==> src/sti_pkg.sv <==
package sti_pkg;

    localparam int unsigned POS_W   = 3;
    localparam int unsigned COUNT_W = 4;
    localparam int unsigned SCORE_W = 32;
    localparam int unsigned NAME_W  = 64;
    localparam int unsigned INDEX_W = 3;

    typedef enum logic {
        OP_INSERT = 1'b0,
        OP_READ   = 1'b1
    } t_opcode;

    typedef enum logic {
        MODE_LOWEST  = 1'b0,
        MODE_HIGHEST = 1'b1
    } t_order_mode;

    // handed from one cell to the next
    typedef struct packed {
        logic found;  // insert point lies at or before the sending cell
        logic valid;  // sending cell holds an entry
    } t_link;

endpackage

==> src/sti_cell.sv <==
module sti_cell #(
    parameter int unsigned CELL_NAME_W = 64
) (
    input  logic                          i_clk,
    input  logic                          i_rst_n,
    input  logic                          i_load,
    input  sti_pkg::t_order_mode          i_mode,
    input  logic [sti_pkg::SCORE_W-1:0]   i_new_score,
    input  logic [CELL_NAME_W-1:0]        i_new_name,
    input  sti_pkg::t_link                i_link,
    input  logic [sti_pkg::SCORE_W-1:0]   i_left_score,
    input  logic [CELL_NAME_W-1:0]        i_left_name,
    output sti_pkg::t_link                o_link,
    output logic                          o_is_pos,
    output logic [sti_pkg::SCORE_W-1:0]   o_score,
    output logic [CELL_NAME_W-1:0]        o_name
);
    import sti_pkg::*;

    logic                   r_valid;
    logic [SCORE_W-1:0]     r_score;
    logic [CELL_NAME_W-1:0] r_name;
    logic                   ranks_after;

    // stored entry ranks strictly after the new score
    assign ranks_after = (i_mode == MODE_HIGHEST) ? (r_score < i_new_score)
                                                  : (r_score > i_new_score);

    assign o_is_pos     = !i_link.found && (!r_valid || ranks_after);
    assign o_link.found = i_link.found || o_is_pos;
    assign o_link.valid = r_valid;
    assign o_score      = r_score;
    assign o_name       = r_name;

    always_ff @(posedge i_clk) begin
        if (!i_rst_n) begin
            r_valid <= 1'b0;
        end else if (i_load) begin
            if (i_link.found) begin
                r_valid <= i_link.valid;
            end else if (o_is_pos) begin
                r_valid <= 1'b1;
            end
        end
    end

    always_ff @(posedge i_clk) begin
        if (i_load) begin
            if (i_link.found) begin
                r_score <= i_left_score;
                r_name  <= i_left_name;
            end else if (o_is_pos) begin
                r_score <= i_new_score;
                r_name  <= i_new_name;
            end
        end
    end

endmodule

==> src/sorted_topk_insert_table_unit.sv <==
// the result strobe o_done rises the cycle after start is taken
// throughput: one transaction per cycle, busy stays low and the receiver cannot stall
// an insert is placed by the row of cells comparing and shifting together
// reset (synchronous, active low) empties the table and selects keep-lowest order
// entry storage is not cleared, only the per-cell valid bits and the count
module sorted_topk_insert_table_unit #(
    parameter int unsigned MAX_ENTRIES = 8,
    parameter int unsigned NAME_BYTES  = 8
) (
    input  logic                          i_clk,
    input  logic                          i_rst_n,
    input  logic                          start,
    output logic                          busy,
    input  logic                          i_opcode,
    input  logic [sti_pkg::SCORE_W-1:0]   i_entry_score,
    input  logic [sti_pkg::NAME_W-1:0]    i_entry_name,
    input  logic [sti_pkg::INDEX_W-1:0]   i_read_index,
    input  logic                          i_cfg_valid,
    output logic                          o_cfg_ready,
    input  logic                          i_cfg_order_mode,
    output logic                          o_done,
    output logic                          o_inserted,
    output logic [sti_pkg::POS_W-1:0]     o_insert_position,
    output logic [sti_pkg::COUNT_W-1:0]   o_entry_count,
    output logic                          o_read_valid,
    output logic [sti_pkg::SCORE_W-1:0]   o_read_score,
    output logic [sti_pkg::NAME_W-1:0]    o_read_name
);
    import sti_pkg::*;

    localparam int unsigned CELL_NAME_W = NAME_BYTES * 8;
    localparam int unsigned CW = $clog2(MAX_ENTRIES + 1);
    localparam int unsigned PW = (MAX_ENTRIES > 1) ? $clog2(MAX_ENTRIES) : 1;

    t_link                  link   [MAX_ENTRIES+1];
    logic [SCORE_W-1:0]     score  [MAX_ENTRIES+1];
    logic [CELL_NAME_W-1:0] name_q [MAX_ENTRIES+1];
    logic [MAX_ENTRIES-1:0] is_pos;
    logic [MAX_ENTRIES-1:0] valid_vec;

    t_order_mode   r_mode;
    logic [CW-1:0] r_count;
    logic [CW-1:0] n_count;

    logic                 r_done;
    logic                 r_inserted;
    logic [POS_W-1:0]     r_insert_position;
    logic [COUNT_W-1:0]   r_entry_count;
    logic                 r_read_valid;
    logic [SCORE_W-1:0]   r_read_score;
    logic [NAME_W-1:0]    r_read_name;

    logic                 take;
    logic                 do_insert;
    logic                 placed;
    logic [PW-1:0]        pos;
    logic [PW+POS_W-1:0]  pos_wide;
    logic [CW+COUNT_W-1:0] count_wide;
    logic [CW+INDEX_W-1:0] idx_cmp;
    logic [CW+INDEX_W-1:0] cnt_cmp;
    logic                 rd_valid;
    logic [SCORE_W-1:0]   rd_score;
    logic [CELL_NAME_W-1:0] rd_name;

    assign busy        = 1'b0;
    assign o_cfg_ready = 1'b1;
    assign take        = start && !busy;
    assign do_insert   = take && (t_opcode'(i_opcode) == OP_INSERT);

    assign link[0]   = '{found: 1'b0, valid: 1'b0};
    assign score[0]  = '0;
    assign name_q[0] = '0;

    for (genvar g = 0; g < MAX_ENTRIES; g++) begin : g_cell
        sti_cell #(
            .CELL_NAME_W(CELL_NAME_W)
        ) u_cell (
            .i_clk       (i_clk),
            .i_rst_n     (i_rst_n),
            .i_load      (do_insert),
            .i_mode      (r_mode),
            .i_new_score (i_entry_score),
            .i_new_name  (i_entry_name[CELL_NAME_W-1:0]),
            .i_link      (link[g]),
            .i_left_score(score[g]),
            .i_left_name (name_q[g]),
            .o_link      (link[g+1]),
            .o_is_pos    (is_pos[g]),
            .o_score     (score[g+1]),
            .o_name      (name_q[g+1])
        );
        assign valid_vec[g] = link[g+1].valid;
    end

    assign placed = link[MAX_ENTRIES].found;

    always_comb begin
        pos = '0;
        for (int i = 0; i < MAX_ENTRIES; i++) begin
            if (is_pos[i]) begin
                pos = pos | PW'(i);
            end
        end
    end

    assign pos_wide = {{POS_W{1'b0}}, pos};

    always_comb begin
        n_count = r_count;
        if (do_insert && placed && (r_count < CW'(MAX_ENTRIES))) begin
            n_count = r_count + CW'(1);
        end
    end

    assign count_wide = {{COUNT_W{1'b0}}, n_count};
    assign idx_cmp    = {{CW{1'b0}}, i_read_index};
    assign cnt_cmp    = {{INDEX_W{1'b0}}, r_count};
    assign rd_valid   = idx_cmp < cnt_cmp;

    always_comb begin
        rd_score = '0;
        rd_name  = '0;
        for (int i = 0; i < MAX_ENTRIES; i++) begin
            if ((i < (1 << INDEX_W)) && (int'(i_read_index) == i)) begin
                rd_score = score[i+1];
                rd_name  = name_q[i+1];
            end
        end
    end

    always_ff @(posedge i_clk) begin
        if (!i_rst_n) begin
            r_mode  <= MODE_LOWEST;
            r_count <= '0;
            r_done  <= 1'b0;
        end else begin
            if (i_cfg_valid && o_cfg_ready) begin
                r_mode <= t_order_mode'(i_cfg_order_mode);
            end
            r_count <= n_count;
            r_done  <= take;
        end
    end

    always_ff @(posedge i_clk) begin
        if (take) begin
            r_entry_count <= count_wide[COUNT_W-1:0];
            if (t_opcode'(i_opcode) == OP_INSERT) begin
                r_inserted        <= placed;
                r_insert_position <= placed ? pos_wide[POS_W-1:0] : '0;
                r_read_valid      <= 1'b0;
                r_read_score      <= '0;
                r_read_name       <= '0;
            end else begin
                r_inserted        <= 1'b0;
                r_insert_position <= '0;
                r_read_valid      <= rd_valid;
                r_read_score      <= rd_valid ? rd_score : '0;
                r_read_name       <= rd_valid ? NAME_W'(rd_name) : '0;
            end
        end
    end

    assign o_done            = r_done;
    assign o_inserted        = r_inserted;
    assign o_insert_position = r_insert_position;
    assign o_entry_count     = r_entry_count;
    assign o_read_valid      = r_read_valid;
    assign o_read_score      = r_read_score;
    assign o_read_name       = r_read_name;

`ifndef SYNTH
    a_count_bound: assert property (@(posedge i_clk) disable iff (!i_rst_n)
        r_count <= CW'(MAX_ENTRIES))
        else $error("entry count beyond table size");

    a_count_matches_cells: assert property (@(posedge i_clk) disable iff (!i_rst_n)
        $countones(valid_vec) == int'(r_count))
        else $error("cell valid bits disagree with entry count");

    a_done_follows_start: assert property (@(posedge i_clk) disable iff (!i_rst_n)
        take |=> o_done)
        else $error("transaction produced no result");

    a_no_spurious_done: assert property (@(posedge i_clk) disable iff (!i_rst_n)
        !take |=> !o_done)
        else $error("result without transaction");

    a_insert_or_read: assert property (@(posedge i_clk) disable iff (!i_rst_n)
        o_done |-> !(o_inserted && o_read_valid))
        else $error("result flags both insert and read");
`endif

endmodule

==> config.mk <==
export PLATFORM = sky130hd
export DESIGN_NAME = sorted_topk_insert_table_unit
export DESIGN_NICKNAME = d
export VERILOG_FILES = /design/src/sti_pkg.sv /design/src/sti_cell.sv /design/src/sorted_topk_insert_table_unit.sv
export SDC_FILE = /design/constraint.sdc
export NUM_CORES = 2
export LEC_CHECK = 0
export BUFFER_PORTS_ARGS = -buffer_cell sky130_fd_sc_hd__buf_4
export CAP_MARGIN = 25
export CORE_MARGIN = 5
export CORE_UTILIZATION = 63
export CTS_BUF_LIST = sky130_fd_sc_hd__clkbuf_16
export CTS_CLUSTER_DIAMETER = 120
export CTS_CLUSTER_SIZE = 16
export DETAILED_ROUTE_END_ITERATION = 10
export GPL_ROUTABILITY_DRIVEN = 1
export PLACE_DENSITY = 0.81
export SLEW_MARGIN = 20
export SYNTH_ARGS = -nofsm -noshare
export SYNTH_HDL_FRONTEND = slang
export SYNTH_SLANG_ARGS = --single-unit
==> constraint.sdc <==
create_clock -name i_clk -period 9.8 [get_ports i_clk]
set_input_delay 0 -clock i_clk [delete_from_list [all_inputs] [get_ports i_clk]]
set_output_delay 0 -clock i_clk [all_outputs]
set_load 0.05 [all_outputs]
==> impl_results.md <==
* Register-to-register setup slack at approximately 3.7 ns
* Comb power frac at 0.133
* Slew at the pin closest to its max-slew limit at 1.07 ns
* Core area at about 0.075 sq mm
* Average size of a mapped cell at about 13 sq um
* Ys flop type: edfxtp_1
* First-pass GRT wire length at 204,000 microns
* Crit-path max FO at 58
* H-tree depth at 2
* CP startpoint kind: flop
* Largest net degree at the start of global routing at 130
* DRT iter0 DRCs at approximately 4,600
* Post-synth top area share at 0.550
* Initial Util at 0.638
* CP Class: flop to flop
* Crit path time final at between 6 and 7 ns
* CTS buffer count at slightly above 60
* DR vias at 33,300
* Most frequent cells in the layout: edfxtp_1, mux2_2, ha_1, buf_4, o21ai_0
* Number of global-route vias before repair at 33,300
* GRT overflow at 0
* P per Cell Area at 150 mW/mm^2
* Final Setup Violations at 0
* Crit path DAT at ~6.5 ns
* Max_cap viols at 0
* CP required at roughly 10 ns
* Site Rows at 100
* Layout Skew at 0.0405 ns
* Full die area at between 0.08 and 0.09 sq mm
* Outcome: complete, no violations
* Die span in y at around 290 microns
* Initial antenna violation count at 10
* Slew HR at 0.284
* Post-detail-place hpwl at 82,400 microns
* FFs w/ async S/R, synth at 0
* Skew-Pair Late Insertion Delay at 0.68 ns
* PortBufs at 210
* Clock sinks at slightly below 900
* CP Capture Type: flop
* Syn nets at 3,910
* Flops & latches, synth at a little under 900
* PostCTS Resize Cnt at 0
* Final period util at 0.618
* Sw Pwr at 2.05 mW
* RSZ-0062 raised after global routing: false
* Synth top area cells: edfxtp_1, mux2_2, ha_1
* Area Growth Syn to Fin at 10.9%
* Clock group share of total power at 0.306
* # nets final at about 4,100
* Share of power burned in registers at 0.561
* P_leak at approximately 20 nW
* Worst hold path class: input port to flop
* Synth area leader: edfxtp_1
* Fin Setup TNS at 0 ns
* Number of enable flip-flop cells after synthesis at between 800 and 900
* Via density at around 7
* CTS Root Buffer Type: clkbuf_16
* Cells after Synth at 3,546
* Fin. max-slew vios at 0
* Ys Warns at 0
* Total global-route track usage at 0.323
* Final WL at around 140,000 microns
* Routed Antenna Nets at 0
* Die W at between 200 and 300 microns
* Layout cells sized above 1 at 0.250
* Drt drc at 0
* DRT Pass-1 Iters at 6
* TritonCTS clock tree: yes
* Synth unique cells at 70
* Max IR drop VDD at about 160 uV
* RD Place Congestion at approximately 0.95
* Most common cell after layout, fill and taps aside: edfxtp_1
* Int Pwr at slightly below 6 mW
* Routed len/inst at approximately 28 microns
* Clk slew on worst S/H paths at ~0.08 ns
* Fmax at 0.165 GHz
* Sequential area share after synthesis at 0.556
* IO Pins at ~210
* Pwr Total at 7.92 mW
* Final Hold Viols at 0
* Synthesized cell area at between 0.04 and 0.05 sq mm
* Sw Ratio at 0.259
* CTS max path bufs at 3
-- timing repair --
action	in CTS	in global routing
setup buffers	0	0
hold buffers	103	0
hold endpoints to repair	818	0
-- registers in the layout (all words and copies together), names as in the netlist --
| signal | flops |
|---|---|
| o_done | 1 |
| g_cell.u_cell.o_name | 512 |
| o_insert_position | 3 |
| o_inserted | 1 |
| r_count | 4 |
| o_entry_count | 4 |
| g_cell.u_cell.o_score | 256 |
| o_read_name | 64 |
| r_mode | 1 |
| o_read_valid | 1 |
| o_read_score | 32 |
| g_cell.u_cell.r_valid | 8 |
-- logic make-up (layout without fill, tap and decap cells) --
logic type,Yosys count,after routing,share of synthesized area
AND/OR/NAND/NOR,632,632,0.0603
other,2,11,0.000158
multiplexers,697,697,0.186
flip-flops,887,887,0.556
adder cells (fa/ha/maj),259,259,0.0680
buffers and inverters,341,579,0.0306
AO/OA/AOI/OAI,726,726,0.0989
XOR/XNOR,2,2,0.000368
-- cell type report --
cell class | instances | area (sq um)
fillers | 5022 | 21800
flip-flops and latches | 887 | 26500
clock buffers | 61 | 1530
well taps | 969 | 1210
clock inverters | 23 | 125
inverters | 126 | 475
multi-input cells | 2318 | 19900
repair buffers | 369 | 3130
diodes | 9 | 22.5
-- metrics by stage --
stage	std cells	hold WS, ns	setup slack, ns	instance area (sq um)	utilization
6_report	4762	0.0807	3.75	52900	0.708
5_1_grt	4757	0.0670	3.57	52800	0.707
4_1_cts	4751	0.0340	3.79	52800	0.706
3_5_place_dp	4564	0.222	3.81	50100	0.671
3_3_place_gp	4562	0.221	3.98	50100	0.670
2_1_floorplan	3546	0.0989	1.88	47700	-
-- routing by layer --
metal	vias up	routed length (microns)	share of wire	global-route usage
li1	14300	-	-	-
met1	16600	51900	0.38	0.448
met2	2139	63900	0.47	0.526
met3	331	14500	0.11	0.0566
met4	4	4830	0.036	0.109
met5	-	27	0.00020	0
-- cell usage after synthesis (15+ instances only) --
cell type	number
buf_2	60
a2111oi_0	75
a21oi_1	190
edfxtp_1	873
o22a_1	72
clkbuf_1	121
o21ai_0	228
a221oi_1	18
a22oi_1	23
a21o_1	23
buf_1	17
mux2i_1	108
nand2_1	190
nor2b_1	15
nor2_1	207
nand4_1	51
mux4_2	78
mux2_4	69
nand3_1	100
nor3_1	15
mux2_2	441
inv_1	125
ha_1	259
-- power by group through the flow --
stage / registers (mW) / logic, mW / clock network, mW
2_1_floorplan: 4.60 / 0.553 / 0
3_3_place_gp: 4.52 / 0.973 / 0
3_5_place_dp: 4.52 / 0.995 / 0
4_1_cts: 4.44 / 1.04 / 2.43
5_1_grt: 4.46 / 1.13 / 2.58
6_report: 4.44 / 1.05 / 2.42
-- worst max-delay path, stage by stage (launching register included) --
cell and delay [ns]:
edfxtp_1 0.43, ha_1 0.35, nand4_1 0.28, nor4_1 0.45, and4_1 0.31, o41ai_2 0.11, mux2i_1 0.23, or3_1 0.48
and4_4 0.74, buf_4 0.90, nand2_8 0.63, buf_16 0.44, mux2_4 0.35
-- worst paths after layout --
kind | startpoint | end | depth (start not counted)
setup / recovery | g_cell[0].u_cell.o_score[27]$_DFFE_PP_ | g_cell[7].u_cell.o_name[38]$_DFFE_PP_ | 12
hold / removal | i_read_index[2] | o_read_name[9]$_SDFFCE_PN0P_ | 3
setup reg to reg | g_cell[0].u_cell.o_score[27]$_DFFE_PP_ | g_cell[7].u_cell.o_name[38]$_DFFE_PP_ | 12
hold reg to reg | r_count[2]$_SDFF_PN0_ | r_count[2]$_SDFF_PN0_ | 2
Note: power is estimated with default switching activity, not from simulation.
